[config.mk]
export PLATFORM = sky130hd
export DESIGN_NAME = mffr_ctrl
export DESIGN_NICKNAME = d
export VERILOG_FILES = /design/src/sv/mffr_pkg.sv /design/src/sv/mffr_ctrl.sv
export SDC_FILE = /design/constraint.sdc
export NUM_CORES = 1
export LEC_CHECK = 0
export ABC_AREA = 1
export BUFFER_PORTS_ARGS = -buffer_cell sky130_fd_sc_hd__buf_2
export CORE_AREA = 2 2 41 62
export CTS_CLUSTER_DIAMETER = 80
export CTS_CLUSTER_SIZE = 20
export DETAILED_ROUTE_END_ITERATION = 8
export DIE_AREA = 0 0 43 64
export MAX_ROUTING_LAYER = met4
export PLACE_DENSITY = 0.76
export REMOVE_ABC_BUFFERS = 1
export SLEW_MARGIN = 20
export SYNTH_ARGS = -nofsm -noshare
export SYNTH_HDL_FRONTEND = slang
export SYNTH_SLANG_ARGS = --single-unit
[constraint.sdc]
create_clock -name clk -period 2 [get_ports clk]
set_clock_uncertainty 0.2 [all_clocks]
set_input_delay 0.1 -clock clk [delete_from_list [all_inputs] [get_ports clk]]
set_output_delay 0.1 -clock clk [all_outputs]
set_load 0.01 [all_outputs]
[src/sv/mffr_pkg.sv]
// mffr_pkg: shared constants, command codes and controller/datapath structs
// for the maze flood-fill router. No dependencies; compiled first.

package mffr_pkg;

  localparam int unsigned GRID_SIDE_DEFAULT = 16;

  localparam int unsigned COORD_W     = 4;
  localparam int unsigned DIST_W      = 8;
  localparam int unsigned WALL_BITS_W = 4;
  localparam int unsigned MODE_W      = 2;
  localparam int unsigned DIR_W       = 2;

  // command modes
  localparam logic [MODE_W-1:0] MODE_WALL  = 2'd0;
  localparam logic [MODE_W-1:0] MODE_SEED  = 2'd1;
  localparam logic [MODE_W-1:0] MODE_QUERY = 2'd2;
  localparam logic [MODE_W-1:0] MODE_CLEAR = 2'd3;

  // headings, also the bit position of the matching wall flag
  localparam logic [DIR_W-1:0] DIR_NORTH = 2'd0;
  localparam logic [DIR_W-1:0] DIR_EAST  = 2'd1;
  localparam logic [DIR_W-1:0] DIR_SOUTH = 2'd2;
  localparam logic [DIR_W-1:0] DIR_WEST  = 2'd3;

  localparam logic [WALL_BITS_W-1:0] WBIT_N = 4'd1;
  localparam logic [WALL_BITS_W-1:0] WBIT_E = 4'd2;
  localparam logic [WALL_BITS_W-1:0] WBIT_S = 4'd4;
  localparam logic [WALL_BITS_W-1:0] WBIT_W = 4'd8;

  localparam logic [DIST_W-1:0] DIST_UNREACHED = 8'hFF;

  // controller to datapath
  typedef struct packed {
    logic load_in;
    logic cell_from_in;
    logic cell_from_q;
    logic sweep_reset;
    logic sweep_step;
    logic sweep_walls;
    logic sweep_dist;
    logic addr_nbr;
    logic latch_cell;
    logic k_clear;
    logic k_step;
    logic wall_wr_self;
    logic wall_wr_nbr;
    logic seed_chk;
    logic relax;
    logic q_reset;
    logic q_pop;
    logic best_init;
    logic best_chk;
    logic set_seeding;
    logic clr_seeding;
    logic emit;
  } ctrl_cmd_t;

  // datapath to controller
  typedef struct packed {
    logic [MODE_W-1:0] mode;
    logic              on_grid;
    logic              last;
    logic              seeding;
    logic              nbr_ok;
    logic              nbr_open;
    logic              mask_hit;
    logic              k_last;
    logic              sweep_last;
    logic              q_more;
  } dp_status_t;

endpackage

[src/sv/mffr_ctrl.sv]
// mffr_ctrl: sequencing state machine for clear, wall update, seed, flood
// and query commands. Depends on mffr_pkg.

module mffr_ctrl (
  input  logic                 clk,
  input  logic                 rst,
  input  logic                 start,
  output logic                 busy,
  output mffr_pkg::ctrl_cmd_t  cmd,
  input  mffr_pkg::dp_status_t status
);

  import mffr_pkg::*;

  localparam logic [4:0] S_IDLE     = 5'd0;
  localparam logic [4:0] S_DISPATCH = 5'd1;
  localparam logic [4:0] S_CLR      = 5'd2;
  localparam logic [4:0] S_DCLR     = 5'd3;
  localparam logic [4:0] S_WU_RD    = 5'd4;
  localparam logic [4:0] S_WU_WR    = 5'd5;
  localparam logic [4:0] S_WU_NRD   = 5'd6;
  localparam logic [4:0] S_WU_NWR   = 5'd7;
  localparam logic [4:0] S_SD_RD    = 5'd8;
  localparam logic [4:0] S_SD_CHK   = 5'd9;
  localparam logic [4:0] S_SD_END   = 5'd10;
  localparam logic [4:0] S_FL_POP   = 5'd11;
  localparam logic [4:0] S_FL_LD    = 5'd12;
  localparam logic [4:0] S_FL_RD    = 5'd13;
  localparam logic [4:0] S_FL_CW    = 5'd14;
  localparam logic [4:0] S_FL_NRD   = 5'd15;
  localparam logic [4:0] S_FL_NCK   = 5'd16;
  localparam logic [4:0] S_Q_RD     = 5'd17;
  localparam logic [4:0] S_Q_CW     = 5'd18;
  localparam logic [4:0] S_Q_NRD    = 5'd19;
  localparam logic [4:0] S_Q_NCK    = 5'd20;
  localparam logic [4:0] S_RESULT   = 5'd21;

  logic [4:0] state;
  logic [4:0] state_next;
  logic       pending;

  always_ff @(posedge clk) begin
    if (rst) begin
      state   <= S_CLR;
      pending <= 1'b0;
    end else begin
      state <= state_next;
      if ((state == S_IDLE) && start) begin
        pending <= 1'b1;
      end else if (state == S_RESULT) begin
        pending <= 1'b0;
      end
    end
  end

  assign busy = (state != S_IDLE);

  always_comb begin
    cmd        = '0;
    state_next = state;
    unique case (state)
      S_IDLE: begin
        if (start) begin
          cmd.load_in = 1'b1;
          state_next  = S_DISPATCH;
        end
      end
      S_DISPATCH: begin
        unique case (status.mode)
          MODE_CLEAR: begin
            cmd.sweep_reset = 1'b1;
            cmd.q_reset     = 1'b1;
            cmd.clr_seeding = 1'b1;
            state_next      = S_CLR;
          end
          MODE_WALL: begin
            if (status.on_grid) begin
              cmd.cell_from_in = 1'b1;
              state_next       = S_WU_RD;
            end else begin
              state_next = S_RESULT;
            end
          end
          MODE_SEED: begin
            if (!status.seeding) begin
              cmd.sweep_reset = 1'b1;
              cmd.q_reset     = 1'b1;
              cmd.set_seeding = 1'b1;
              state_next      = S_DCLR;
            end else begin
              cmd.cell_from_in = 1'b1;
              state_next       = S_SD_RD;
            end
          end
          MODE_QUERY: begin
            if (status.on_grid) begin
              cmd.cell_from_in = 1'b1;
              state_next       = S_Q_RD;
            end else begin
              state_next = S_RESULT;
            end
          end
          default: begin
            state_next = S_RESULT;
          end
        endcase
      end
      S_CLR: begin
        cmd.sweep_walls = 1'b1;
        cmd.sweep_dist  = 1'b1;
        if (status.sweep_last) begin
          state_next = pending ? S_RESULT : S_IDLE;
        end else begin
          cmd.sweep_step = 1'b1;
        end
      end
      S_DCLR: begin
        cmd.sweep_dist = 1'b1;
        if (status.sweep_last) begin
          cmd.cell_from_in = 1'b1;
          state_next       = S_SD_RD;
        end else begin
          cmd.sweep_step = 1'b1;
        end
      end
      S_WU_RD: begin
        state_next = S_WU_WR;
      end
      S_WU_WR: begin
        cmd.wall_wr_self = 1'b1;
        cmd.k_clear      = 1'b1;
        state_next       = S_WU_NRD;
      end
      S_WU_NRD: begin
        if (status.mask_hit && status.nbr_ok) begin
          cmd.addr_nbr = 1'b1;
          state_next   = S_WU_NWR;
        end else if (status.k_last) begin
          state_next = S_RESULT;
        end else begin
          cmd.k_step = 1'b1;
        end
      end
      S_WU_NWR: begin
        cmd.wall_wr_nbr = 1'b1;
        if (status.k_last) begin
          state_next = S_RESULT;
        end else begin
          cmd.k_step = 1'b1;
          state_next = S_WU_NRD;
        end
      end
      S_SD_RD: begin
        state_next = status.on_grid ? S_SD_CHK : S_SD_END;
      end
      S_SD_CHK: begin
        cmd.seed_chk = 1'b1;
        state_next   = S_SD_END;
      end
      S_SD_END: begin
        if (status.last) begin
          cmd.clr_seeding = 1'b1;
          state_next      = S_FL_POP;
        end else begin
          state_next = S_RESULT;
        end
      end
      S_FL_POP: begin
        state_next = status.q_more ? S_FL_LD : S_RESULT;
      end
      S_FL_LD: begin
        cmd.cell_from_q = 1'b1;
        cmd.q_pop       = 1'b1;
        state_next      = S_FL_RD;
      end
      S_FL_RD: begin
        state_next = S_FL_CW;
      end
      S_FL_CW: begin
        cmd.latch_cell = 1'b1;
        cmd.k_clear    = 1'b1;
        state_next     = S_FL_NRD;
      end
      S_FL_NRD: begin
        if (status.nbr_ok && status.nbr_open) begin
          cmd.addr_nbr = 1'b1;
          state_next   = S_FL_NCK;
        end else if (status.k_last) begin
          state_next = S_FL_POP;
        end else begin
          cmd.k_step = 1'b1;
        end
      end
      S_FL_NCK: begin
        cmd.relax = 1'b1;
        if (status.k_last) begin
          state_next = S_FL_POP;
        end else begin
          cmd.k_step = 1'b1;
          state_next = S_FL_NRD;
        end
      end
      S_Q_RD: begin
        cmd.best_init = 1'b1;
        state_next    = S_Q_CW;
      end
      S_Q_CW: begin
        cmd.latch_cell = 1'b1;
        cmd.k_clear    = 1'b1;
        state_next     = S_Q_NRD;
      end
      S_Q_NRD: begin
        if (status.nbr_ok && status.nbr_open) begin
          cmd.addr_nbr = 1'b1;
          state_next   = S_Q_NCK;
        end else if (status.k_last) begin
          state_next = S_RESULT;
        end else begin
          cmd.k_step = 1'b1;
        end
      end
      S_Q_NCK: begin
        cmd.best_chk = 1'b1;
        if (status.k_last) begin
          state_next = S_RESULT;
        end else begin
          cmd.k_step = 1'b1;
          state_next = S_Q_NRD;
        end
      end
      S_RESULT: begin
        cmd.emit   = 1'b1;
        state_next = S_IDLE;
      end
      default: begin
        state_next = S_IDLE;
      end
    endcase
  end

endmodule

==> results summary <==
The slowest stage cell on the critical path is sky130_fd_sc_hd__dlygate4sd3_1. The combined area of all synthesized cells came out at 0.00105 sq mm. The post-synthesis cell type count came out at 26. The number of clock buffers inserted by TritonCTS is 3. The top-level I/O count came out at 37. The last weighted congestion value of the routability-driven placer came out at 1.05.

The type of the setup path with the least slack is reg -> reg. Setup violations remaining at the end of the flow were counted as 0. The clock reaches the later pin of the worst-skew pair after 0.26 ns.

The endpoint arrival time on the critical path is 1.86 ns. In this run the horizontal extent of the chip is 43 um. Setup repair after global routing left no endpoint under its margin. Adding up every negative setup slack in the final design gives 0 ns. In this run the clock root is driven by a sky130_fd_sc_hd__clkbuf_4. The flip-flop and latch count after synthesis came out at 6. Prior to clock tree synthesis, the placed netlist has a worst setup slack of 0.155 ns. Relative to the synthesized area, the layout overhead comes to 23.8%. The detailed-route DRC error count came out at 0. The register clock-pin slew on the reported worst setup and hold paths came out at 0.05 ns. The number of hold violations in the final report is 0. Leaving out fill and tap cells, the most frequent cell in the layout is sky130_fd_sc_hd__nand2_1. The maximum clock insertion buffer count came out at 2. The largest net degree at the start of global routing came out at 11. The run finished with clean final reports. The height of the die came out at 64 um. Once the floorplan was initialized, standard cells occupied 47.4% of the core. The peak supply drop came out at 0.906 mV. After technology mapping, the gate count stands at 189. The TritonCTS clock tree is built. In this run the worst path has a maximum fanout of 10.

The number of placement rows came out at 21. The final worst setup slack is 0.140 ns. The first-pass GRT wire length is 5370 um.

The data required time of the critical path is 2.00 ns. The number of cells on the worst reg-to-reg path is 6. Static timing analysis puts the maximum clock frequency at 0.538 GHz. The shortest clock period the worst path allows after layout came out at 1.86 ns. The category of the worst setup path capture point is a register. Dividing the detail-routed via count by the number of cells gives 5.23. The number of iterations in the first detailed-routing pass came out at 4. The leakage power total came out at 0.734 nW. The largest stage delay on the critical path came out at 0.56 ns.

The proportion of synthesized chip area in sequential cells came out at 11.5%. The count of routing violations after the opening detailed-route iteration is 46. In the layout the commonest cells are sky130_fd_sc_hd__nand2_1 (39), sky130_fd_sc_hd__buf_2 (36), sky130_fd_sc_hd__nor2_1 (29), sky130_fd_sc_hd__nand3_1 (27), sky130_fd_sc_hd__inv_1 (20).

The number of max-slew violations in the final report is 0. The worst-margin pin slew came out at 0.338 ns. The core footprint came out at 0.00221 sq mm. Dividing the detail-routed wire length by the instance count gives 12.7 um. The critical path goes through nor2_4, nand2_2, inv_1, nand2_1, a21oi_1, dlygate4sd3_1. The quantity of I/O buffers inserted on ports is 36.

The worst setup path is launched from a register. The period utilization is 93.0%. Max-cap violations in this run came to 0. The via count of the first global-routing pass is 1212. The number of antenna diodes came out at 0.

The fraction of final layout cells with drive strength greater than 1 is 36.0%. The aggregate global routing overflow came out at 0. The area of the die is 0.00275 sq mm. In this run the number of H-tree levels came out at 1. The combined global-route utilization of all metal layers is 25.9%.

The post-CTS setup buffer count came out at 0. Each instance of the synthesized netlist takes up on average 5.54 sq um. The power per standard cell area came out at 959 mW/mm^2.

The number of routed nets with antenna violations came out at 0. The cell count of the worst hold path came out at 4. For this block, the routed nets add up to 3200 um of wire. The number of vias after detailed routing came out at 1312. The total number of yosys warnings came out at 0.

The detailed placer's ending HPWL came out at 2690 um. The worst slew margin relative to its limit came out at 77.4%. The final net count came out at 244. In this run the worst hold path is classified as in -> reg. The sink count of the clock tree came out at 6. The initial antenna violation count is 0.
[cell families (layout without fill, tap and decap cells)]
kind of cell / after synthesis / in the layout / share of synthesized area [%]
AND/OR/NAND/NOR: 122 / 122 / 60.5
flip-flops: 6 / 6 / 11.5
AO/OA/AOI/OAI: 24 / 24 / 12.8
buffers and inverters: 37 / 76 / 15.3
[routing by layer]
layer	vias to the layer above	track usage, %	wire, um
met2	55	43.6	1670
met1	562	30.0	1250
li1	682	-	-
met4	0	12.9	125
met5	-	-	0
met3	13	2.54	157
[power by group]
| group | switching [W] | internal (W) |
|---|---|---|
| Clock | 0.0000517 | 0.0000684 |
| Combinational | 0.000586 | 0.000312 |
| Sequential | 0.0000628 | 0.000162 |
[registers in the layout, summed over array words and instances (netlist names)]
| register | count |
|---|---|
| pending | 1 |
| state | 5 |
[path summary, 6_finish.rpt]
kind | to | slack, ns | startpoint
setup / recovery | pending | 0.14 | state[0]
hold / removal | state[0] | 0.004 | status[1]
setup reg to reg | pending | 0.14 | state[0]
hold reg to reg | state[4] | 0.57 | pending
[final cells by class]
class                   instances  area (sq um)
well taps                      23          28.8
fillers                       258           911
clock buffers                   3          22.5
inverters                      33           129
multi-input cells             146           774
repair buffers                 40           215
flip-flops and latches          6           126
[worst max-delay path: cells and delay by family, from the launching register on]
kind | cells | cell delay (ns)
AO/OA/AOI/OAI | 1 | 0.14
buffers and inverters | 2 | 0.66
flip-flops | 1 | 0.35
AND/OR/NAND/NOR | 3 | 0.46
[Yosys cell counts]
master                     instances  area (sq um)
sky130_fd_sc_hd__nor3_4            1          16.3
sky130_fd_sc_hd__dfxtp_1           6           120
sky130_fd_sc_hd__o21ai_2           1          8.76
sky130_fd_sc_hd__nand2_1          39           146
sky130_fd_sc_hd__o221ai_1          1          8.76
sky130_fd_sc_hd__nand3_1          27           135
sky130_fd_sc_hd__nor2_8            1          20.0
sky130_fd_sc_hd__and3_1            1          6.26
sky130_fd_sc_hd__or2_1             1          6.26
sky130_fd_sc_hd__nor2_4            8          90.1
sky130_fd_sc_hd__inv_4             1          6.26
sky130_fd_sc_hd__o21ai_1           2          10.0
sky130_fd_sc_hd__nand3_4           1          17.5
sky130_fd_sc_hd__nor2_1           30           113
sky130_fd_sc_hd__o21ai_0          12          60.1
sky130_fd_sc_hd__buf_6             1          11.3
sky130_fd_sc_hd__nor3_1            4          20.0
sky130_fd_sc_hd__inv_2            11          41.3
sky130_fd_sc_hd__buf_4             3          22.5
sky130_fd_sc_hd__a21oi_1           6          30.0
sky130_fd_sc_hd__inv_1            21          78.8
sky130_fd_sc_hd__nand4_2           1          12.5
sky130_fd_sc_hd__nand2_2           6          37.5
sky130_fd_sc_hd__o211ai_1          1          7.51
sky130_fd_sc_hd__o32ai_1           1          8.76
sky130_fd_sc_hd__nor2_2            2          12.5
[metrics by stage]
step	power (W)	hold slack (ns)	util, %	cells	cell area, sq um
finish	0.00124	0.00389	58.7	251	1300
global route	0.00135	0.0489	58.7	251	1300
CTS	0.00122	0.0202	58.0	251	1280
detailed placement	0.00109	0.144	56.1	246	1240
global placement	0.00109	0.145	56.1	246	1240
floorplan	0.000842	-0.0309	-	185	1010
[timing repair]
action | 4_1_cts | 5_1_grt
hold buffers | 2 | 0
hold endpoints to repair | 6 | 0
endpoints found under the setup margin | 0 | 8
resized for setup | 0 | 9
(Power assumes the default switching activity.)
